## config.mk

```make
export PLATFORM = sky130hd
export DESIGN_NAME = deqr_cell
export DESIGN_NICKNAME = d
export VERILOG_FILES = /design/src/rtl/deqr_pkg.sv /design/src/rtl/deqr_cell.sv
export SDC_FILE = /design/constraint.sdc
export NUM_CORES = 1
export LEC_CHECK = 0
export BUFFER_PORTS_ARGS = -buffer_cell sky130_fd_sc_hd__buf_2
export CORE_AREA = 4 4 126 128
export CTS_CLUSTER_SIZE = 24
export DETAILED_ROUTE_END_ITERATION = 16
export DIE_AREA = 0 0 130 132
export GPL_TIMING_DRIVEN = 1
export PLACE_DENSITY = 0.66
export REMOVE_ABC_BUFFERS = 1
export SYNTH_ARGS = -nofsm -noshare
export SYNTH_HDL_FRONTEND = slang
export SYNTH_SLANG_ARGS = --single-unit
export TNS_END_PERCENT = 20
```

## constraint.sdc

```tcl
create_clock -name clock -period 15.55 [get_ports clock]
set_clock_uncertainty 0.2 [all_clocks]
set_input_delay 2.3325 -clock clock [delete_from_list [all_inputs] [get_ports clock]]
set_output_delay 2.3325 -clock clock [all_outputs]
set_load 0.005 [all_outputs]
```

## src/rtl/deqr_pkg.sv

```systemverilog
// Shared constants, request codes and cell command type for the deque.
// Used by the channel interfaces, the cell, the top level and the checker.
// No dependencies.
package deqr_pkg;

   // Capacity and stored word width
   localparam int DEPTH       = 64;
   localparam int VALUE_WIDTH = 64;

   // Widths of the item fields
   localparam int REQ_TYPE_W    = 3;
   localparam int FIELD_W       = 64;
   localparam int ENTRY_COUNT_W = 7;

   // Internal fill count must hold DEPTH itself
   localparam int COUNT_W = $clog2(DEPTH + 1);

   // Request codes
   localparam logic [REQ_TYPE_W-1:0] REQ_PUSH_FRONT = 3'd0;
   localparam logic [REQ_TYPE_W-1:0] REQ_PUSH_BACK  = 3'd1;
   localparam logic [REQ_TYPE_W-1:0] REQ_POP_FRONT  = 3'd2;
   localparam logic [REQ_TYPE_W-1:0] REQ_POP_BACK   = 3'd3;
   localparam logic [REQ_TYPE_W-1:0] REQ_REVERSE    = 3'd4;
   localparam logic [REQ_TYPE_W-1:0] REQ_QUERY      = 3'd5;

   // One command broadcast to every cell of the row
   typedef struct packed {
      logic shift_in;    // take the left neighbour's word (insert at physical start)
      logic shift_out;   // take the right neighbour's word (remove physical first)
      logic write_tail;  // first empty cell stores the pushed word
      logic drop_tail;   // last occupied cell empties
   } cell_cmd_type;

endpackage

```

## src/rtl/deqr_cell.sv

```systemverilog
// One storage cell of the deque row: a word and an occupied bit, shifting to
// either neighbour on command. Depends on deqr_pkg.
module deqr_cell import deqr_pkg::*; (
   input  logic                   clock,
   input  logic                   reset,
   input  cell_cmd_type           cmd,
   input  logic [VALUE_WIDTH-1:0] push_word,
   input  logic [VALUE_WIDTH-1:0] left_value,
   input  logic                   left_valid,
   input  logic [VALUE_WIDTH-1:0] right_value,
   input  logic                   right_valid,
   output logic [VALUE_WIDTH-1:0] cell_value,
   output logic                   cell_valid,
   output logic [VALUE_WIDTH-1:0] back_part
);

   logic [VALUE_WIDTH-1:0] value_ff, value_in;
   logic                   valid_ff, valid_in;
   logic                   is_tail_slot;
   logic                   is_last;

   // Locate the ends of the occupied run from the neighbours
   assign is_tail_slot = !valid_ff && left_valid;
   assign is_last      = valid_ff && !right_valid;

   // Select the next word and occupied bit
   always_comb begin
      value_in = value_ff;
      valid_in = valid_ff;
      if (cmd.shift_in) begin
         value_in = left_value;
         valid_in = left_valid;
      end else if (cmd.shift_out) begin
         value_in = right_value;
         valid_in = right_valid;
      end else if (cmd.write_tail && is_tail_slot) begin
         value_in = push_word;
         valid_in = 1'b1;
      end else if (cmd.drop_tail && is_last) begin
         valid_in = 1'b0;
      end
   end

   // Clear the occupied bit under reset; the word needs none
   always_ff @(posedge clock) begin
      if (reset) begin
         valid_ff <= 1'b0;
      end else begin
         valid_ff <= valid_in;
      end
   end

   always_ff @(posedge clock) begin
      value_ff <= value_in;
   end

   assign cell_value = value_ff;
   assign cell_valid = valid_ff;
   // Offer the word to the back-value reduction only from the last occupied cell
   assign back_part  = is_last ? value_ff : '0;

endmodule

```

; ---- Yosys cells after proc, flatten, opt, wreduce, memory -nomap -nowiden
; Index checks and enable logic that the tools add are counted.
[word_totals]
ff_bits = 65
out_inout_bits = 129
[op_classes]
muxes = 8
reduce_logical = 8
[op_table]
columns = op, n
row1 = $mux 64, 4
row2 = $logic_and 1x1->1, 4
row3 = $mux 1, 4
row4 = $reduce_bool 4->1, 1
row5 = $reduce_bool 3->1, 1
row6 = $logic_not 1->1, 2

; ---- Longest topological paths before layout
; Gate-level depths: netlist (run 1).
[logic_depth]
ltp_word = 7
depth_mapped = 5

; ---- Worst setup path after synthesis (run 1)
; Ideal clock, no wire load.
[synth_path]
kind = input -> register
startpoint = input port cmd[1] (netlist name)
endpoint = register value_ff[0], in the netlist cell_value[0], enable pin
setup_time_ns = 0.577
arrival_ns = 6.925
slack_ns = 7.848
path_stages = 2
n_path_buf = 0
path_cell_list = nand2_1 o21ai_0
[synth_via]
elab_chain_len = 2
[synth_rtl]
columns = element, line_no
row1 = from (decl), deqr_cell.sv:6  ; input cell_cmd_type cmd,
row2 = $logic_and 1x1->1, deqr_cell.sv:36  ; end else if (cmd.write_tail && is_tail_slot) begin
row3 = $reduce_bool 3->1 (no line), -
row4 = to (signal assigned), deqr_cell.sv:54  ; value_ff <= value_in;
row5 = to (decl), deqr_cell.sv:17  ; logic [VALUE_WIDTH-1:0] value_ff, value_in;
; Every way passes these cells.
; A chain may end at the register's enable or synchronous reset.

; ---- Worst setup path in the final report (run 1)
[layout_path]
startpoint = input port right_valid
endpoint = output port back_part[36]
[layout_via]
elab_chain_len = 3
[layout_rtl]
columns = element, line_no
row1 = from (decl), deqr_cell.sv:11  ; input logic right_valid,
row2 = $logic_not 1->1, deqr_cell.sv:24  ; assign is_last = valid_ff && !right_valid;
row3 = $logic_and 1x1->1, deqr_cell.sv:24
row4 = $mux 64, deqr_cell.sv:60  ; assign back_part = is_last ? value_ff : '0;
row5 = to (decl), deqr_cell.sv:14  ; output logic [VALUE_WIDTH-1:0] back_part
; Every way passes these cells.

==> reports/metrics.cfg, run 1 <==
[status]
outcome = complete, no violations

[synthesis]
synth.distinct_cells = 22
netlist.area_leader.share_pct = 50.16
syn_inst = 360
yosysSeqAreaShare_pct = 50.69
yosys.area.top_type = edfxtp_1
netlist_area_mm2 = 0.003831
ys_top_cells_by_area = edfxtp_1 50%, mux2i_1 17%, and2_1 10%
ys_warn_count = 0
avgSynthCellArea_um2 = 10.64
ys_ff_latch = 65

[die]
io_pins = 329
fp.dieW_um = 130
rows = 45
core_mm2 = 0.01486
die_y_um = 132
die-area_mm2 = 0.01716
initial_core_util_pct = 25.77

[worst_setup_path]
cp_top_family = simple AND/OR/NAND/NOR gates
path_max_fanout = 64
end_kind = primary output
worst-path-buf-inv = 2
critPathArrivalTime_ns = 3.71
cp_cell_sequence = buf_2, nor2b_4, and2_1, buf_2
cp_slowest_stage_delay_ns = 0.86
start_kind = input pin
cpMostUsedCell = buf_2
critical-path-slowest-cell = nor2b_4
crit_required_ns = 13.02
path_class = input pin to primary output

[clocking]
cts_resized = 0
htreeDepth = 3
clkSlewWorstSetupHoldPaths_ns = 0.05
cts-root-buf = clkbuf_16
post-cts-setup-buffers = 0
cts_made_buffers = 9
cts.path.max_buffers = 2
cts_tree = done
cts_sinks = 65
clkLatencyLatePin_ns = 0.33
hold_buffers = 0

[power_and_ir_drop]
cellPowerDensity_mw_per_mm2 = 90.56
finalPower_mw = 0.5288
p_leak_nw = 3.051
peakVddDrop_mv = 0.05688

[cells_and_area]
post-route-cell-area_mm2 = 0.005839
area_growth_syn_to_layout_pct = 52.42
diodes = 0
fin_nets = 873
multiInputGateArea_mm2 = 0.001678
drive_gt1_share_pct = 51.18
final_common_cell = buf_2
fillers = 1537
instances_no_fill = 866
mostFrequentLayoutCells = 326 x buf_2, 65 x nand2_1, 64 x mux2i_1, 64 x and2_1, 64 x edfxtp_1
seqCellArea_mm2 = 0.001942

[detailed_routing]
viasPerCell = 4.273
drt-initial-drc-count = 143
ant_nets = 0
wl_mm = 12.33
num_vias = 3700
drc = 0
wl_per_cell_um = 14.24
dr_wl_met3_mm = 1.171
first_pass_iters = 4
top_layer_used = met4
wl_met2_mm = 6.333
wl_met1_mm = 4.647

[flow_run]
max_cap_viol_count = 0

[hold_path]
min-delay-path-class = flip-flop to flip-flop

[timing]
fin_hold_ws_ns = 0.4898
hold_violations = 0
period_minus_slack_ns = 6.240
max_clock_freq_ghz = 0.1602
grt_setup_unrepaired = no
fin_crit_sh_pct = 40.13
setup_violations = 0
slew_headroom_pct = 24.33
final.setup.tns_ns = 0
finalMaxSlewViolations = 0
tightest_slew_ns = 1.133

[placement]
place_inst = 850
numPortBuffers = 328
gp_congestion = 0.7655
dpl-instance-area_mm2 = 0.005528
place.detailed.hpwl_mm = 9.709

[global_route]
first_global_vias = 3602
grt_overflow = 0
grt_pass1_wl_mm = 18.00
grt_max_degree = 68
antenna_found_initial = 0
gr-usage-all-layers_pct = 13.45

cell type report:
type,count,share of cell area [%]
clock buffers,10,3.921
clock inverters,6,1.414
inverters,1,0.06428
multi-input cells,265,28.73
flip-flops and latches,65,33.25
well taps,188,4.028
repair buffers,331,28.58
final timing paths:
| check | slack (ns) | startpoint | end | cells past startpoint |
|---|---|---|---|---|
| max | 9.31 | right_valid | back_part[36] | 4 |
| min | 0.49 | cell_valid | cell_valid | 2 |
| max reg2reg | 13.76 | cell_valid | cell_value[13] | 2 |
| min reg2reg | 0.49 | cell_valid | cell_valid | 2 |
per-stage QoR:
stage | worst slack, ns | utilization, %
after detailed placement | 9.304 | 37.19
after global placement | 9.351 | 37.19
after global routing | 9.168 | 39.28
after floorplan | 7.848 | -
final | 9.310 | 39.28
after CTS | 9.304 | 39.28
power by group:
part	switching (mW)	total [mW]	leakage [nW]	internal (mW)
clock network	0.0719	0.211	0.144	0.139
registers	0.00949	0.224	0.678	0.215
logic	0.0441	0.0936	2.23	0.0496
total	0.125	0.529	3.05	0.403
tightest hold or removal path, cell delays in order (launching register included):
cell and delay [ns]:
dfxtp_1 0.35, a21boi_0 0.14, o21a_1 0.16
synthesized netlist by cell type:
master     n
nand2_1   65
and2_1    64
edfxtp_1  64
mux2i_1   64
o21ai_1   40
o21ai_0   25
buf_2      6
clkbuf_2   6
clkbuf_1   5
buf_6      4
buf_8      4
clkbuf_4   2
nor2b_1    2
a21boi_0   1
buf_12     1
buf_4      1
dfxtp_1    1
inv_1      1
nor2_1     1
nor3_2     1
nor3b_1    1
o21a_1     1
state kept, by name (all words and copies together), names as in the netlist:
signal,flops
cell_value,64
cell_valid,1
routing by layer:
metal	GRT usage [%]	up-vias
li1	-	1883
met2	24.41	186
met3	3.241	11
met1	15.13	1620
met5	0	-
met4	4.734	0
logic make-up (layout without fill, tap and decap cells):
group / after synthesis / in the layout / share of synthesized area, %
AO/OA/AOI/OAI: 67 / 67 / 8.883
buffers and inverters: 30 / 348 / 6.009
flip-flops: 65 / 65 / 50.69
multiplexers: 64 / 64 / 16.72
AND/OR/NAND/NOR: 134 / 134 / 17.70
Note: power is estimated with default switching activity, not from simulation.
==> run 2, diff against run 1 <==
--- a/config.mk
+++ b/config.mk
@@ -5,13 +5,14 @@
 export SDC_FILE = /design/constraint.sdc
 export NUM_CORES = 1
 export LEC_CHECK = 0
+export ABC_AREA = 1
 export BUFFER_PORTS_ARGS = -buffer_cell sky130_fd_sc_hd__buf_2
 export CORE_AREA = 4 4 126 128
 export CTS_CLUSTER_SIZE = 24
 export DETAILED_ROUTE_END_ITERATION = 16
 export DIE_AREA = 0 0 130 132
 export GPL_TIMING_DRIVEN = 1
-export PLACE_DENSITY = 0.66
+export PLACE_DENSITY = 0.68
 export REMOVE_ABC_BUFFERS = 1
 export SYNTH_ARGS = -nofsm -noshare
 export SYNTH_HDL_FRONTEND = slang
==> constraint.sdc (replaced) <==
create_clock -name clock -period 5.6 [get_ports clock]
set_clock_uncertainty 0.2 [all_clocks]
set_input_delay 0.84 -clock clock [delete_from_list [all_inputs] [get_ports clock]]
set_output_delay 0.84 -clock clock [all_outputs]
set_load 0.005 [all_outputs]
==> run 2 against run 1 <==
  * Clock power rose to 2.8 times the previous value
  * Global-route usage up 2.1 points
  * Setup slack got worse by 6.9 ns
  * Flip-flop and latch count stayed put
  * Final cell count up 16%
  * Sequential share of layout area is the same
  * Design area did not move
  * Combinational power grew to 3.0 times the previous value
  * Total power rose to 2.8 times the previous value
  * Via count is 19% higher
  * Count of clock-buffer cells in the layout increased by 1
  * Critical path depth up 2
  * Largest cell class unchanged
  * Highest routed layer unchanged
==> reports/metrics.cfg, run 2 <==
[synthesis]
ys_async_sr_fraction_pct = 0
avgSynthCellArea_um2 = 7.613
netlist_area_mm2 = 0.003799
synthTopCellsByCount = 131 x nor2_1, 129 x a21oi_1, 71 x nand2_1
synth_most_common_cell = nor2_1
yosys.area.top_type = edfxtp_1
synth-edff-count = 64
synthFlopType = edfxtp_1
netlist.area_leader.share_pct = 50.59
yosysSeqAreaShare_pct = 51.12
ys_warn_count = 0
syn_inst = 499
ys_ff_latch = 65
ys_top_cells_by_area = edfxtp_1 51%, a21oi_1 17%, nor2_1 13%
synth.distinct_cells = 11

[die]
rows = 45
die_y_um = 132
io_pins = 329
fp.dieW_um = 130
die-area_mm2 = 0.01716
initial_core_util_pct = 25.56
core_mm2 = 0.01486

[global_route]
grt_util_met3_pct = 3.809
busiest_layer = met2
grt_overflow = 0
antenna_found_initial = 0
grtUsageMet2_pct = 28.34
grt_pass1_wl_mm = 20.89
grt_max_degree = 66
gr-usage-all-layers_pct = 15.54
use_met1_pct = 17.75
first_global_vias = 4156

[power_and_ir_drop]
clockPowerShare_pct = 39.6
p_sw_mw = 0.3827
p_sw_share_pct = 25.56
peakVddDrop_mv = 0.1132
finalPower_mw = 1.497
combPwrFrac_pct = 18.6
seq_power_share_pct = 41.8
p_int_mw = 1.115
cellPowerDensity_mw_per_mm2 = 256.4
p_leak_nw = 3.223

[clocking]
cts_resized = 0
cts_sinks = 65
hold_buffers = 0
cts-root-buf = clkbuf_16
post-cts-setup-buffers = 0
clkSlewWorstSetupHoldPaths_ns = 0.06
cts_tree = done
cts.path.max_buffers = 2
htreeDepth = 3
cts_made_buffers = 9
clkLatencyLatePin_ns = 0.33

[cells_and_area]
diodes = 0
drive_gt1_share_pct = 42.87
post-route-cell-area_mm2 = 0.005839
fin_nets = 1009
instances_no_fill = 1002
area_growth_syn_to_layout_pct = 53.72
fillers = 1560
seqCellArea_mm2 = 0.001942
multiInputGateArea_mm2 = 0.001419
final_common_cell = buf_2
mostFrequentLayoutCells = 328 x buf_2, 131 x nor2_1, 129 x a21oi_1
largest_reg_flops = 64

[detailed_routing]
drc = 0
wl_per_cell_um = 14.58
num_vias = 4404
viasPerCell = 4.395
drt-initial-drc-count = 201
ant_nets = 0
first_pass_iters = 4
wl_mm = 14.61

[flow_run]
max_cap_viol_count = 0

[placement]
gp_congestion = 0.7957
numPortBuffers = 328
dpl-instance-area_mm2 = 0.005527
place_inst = 986
place.detailed.hpwl_mm = 10.77

[worst_setup_path]
path_class = input pin to primary output
path_max_fanout = 33
critPathLaunch = right_valid
r2r_start = cell_valid
crit_end = back_part[42]
critPathArrivalTime_ns = 2.12
start_kind = input pin
r2r-end = cell_value[16]
r2r_slack_ns = 3.79
end_kind = primary output
crit_required_ns = 4.56
rr_worst_depth = 3

[timing]
max_clock_freq_ghz = 0.3167
setup_violations = 0
grt_setup_unrepaired = no
period_minus_slack_ns = 3.158
finalMaxSlewViolations = 0
slew_headroom_pct = 21.49
fin_crit_sh_pct = 56.39
tightest_slew_ns = 1.176
hold_violations = 0
final.setup.tns_ns = 0

[hold_path]
min-delay-path-class = flip-flop to flip-flop

[status]
outcome = complete, no violations

[run 2: power by group through the flow]
stage	Clock (mW)	Sequential (mW)	Combinational [mW]
final	0.593	0.625	0.278
after global routing	0.634	0.630	0.312
after CTS	0.614	0.626	0.282
after detailed placement	0	0.635	0.281
after global placement	0	0.634	0.278
after floorplan	0	0.632	0.100
[run 2: final cells by class]
class                   instances  area share (%)
flip-flops and latches         65           33.25
repair buffers                332           28.63
multi-input cells             332           24.30
inverters                      69           4.435
well taps                     188           4.028
clock buffers                  11           3.985
clock inverters                 5           1.371
[run 2: worst min-delay path by stage]
stage                     slack, ns  cells after the start    endpoint  startpoint
after floorplan                0.38                      4  cell_valid  cell_valid
after global placement         0.42                      4  cell_valid  cell_valid
after detailed placement       0.42                      4  cell_valid  cell_valid
after CTS                      0.43                      4  cell_valid  cell_valid
after global routing           0.50                      4  cell_valid  cell_valid
final                          0.43                      4  cell_valid  cell_valid
[run 2: cells by family after synthesis]
logic type             share of synthesized area, %
AOI/OAI and AO/OA                             17.00
buffers and inverters                         11.79
DFF                                           51.12
and+or+nand+nor                               20.09
[run 2: critical path, cell delays in order]
cell	delay, ns
buf_2	0.07
inv_1	0.05
nand2_2	0.46
buf_4	0.44
nor2_1	0.11
buf_2	0.14
[run 2: metrics by stage]
step                util, %  setup WS (ns)  hold WS, ns
floorplan                 -          2.542       0.3834
detailed placement    37.18          2.387       0.4206
global route          39.28          2.295       0.4952
finish                39.28          2.442       0.4326
CTS                   39.28          2.386       0.4303
global placement      37.18          2.406       0.4158
[run 2: metal layers]
metal / part of all wire [%] / wire (µm)
met4: 1.3 / 192
met2: 51 / 7505
met1: 39 / 5742
met5: 0 / 0
met3: 8.0 / 1172
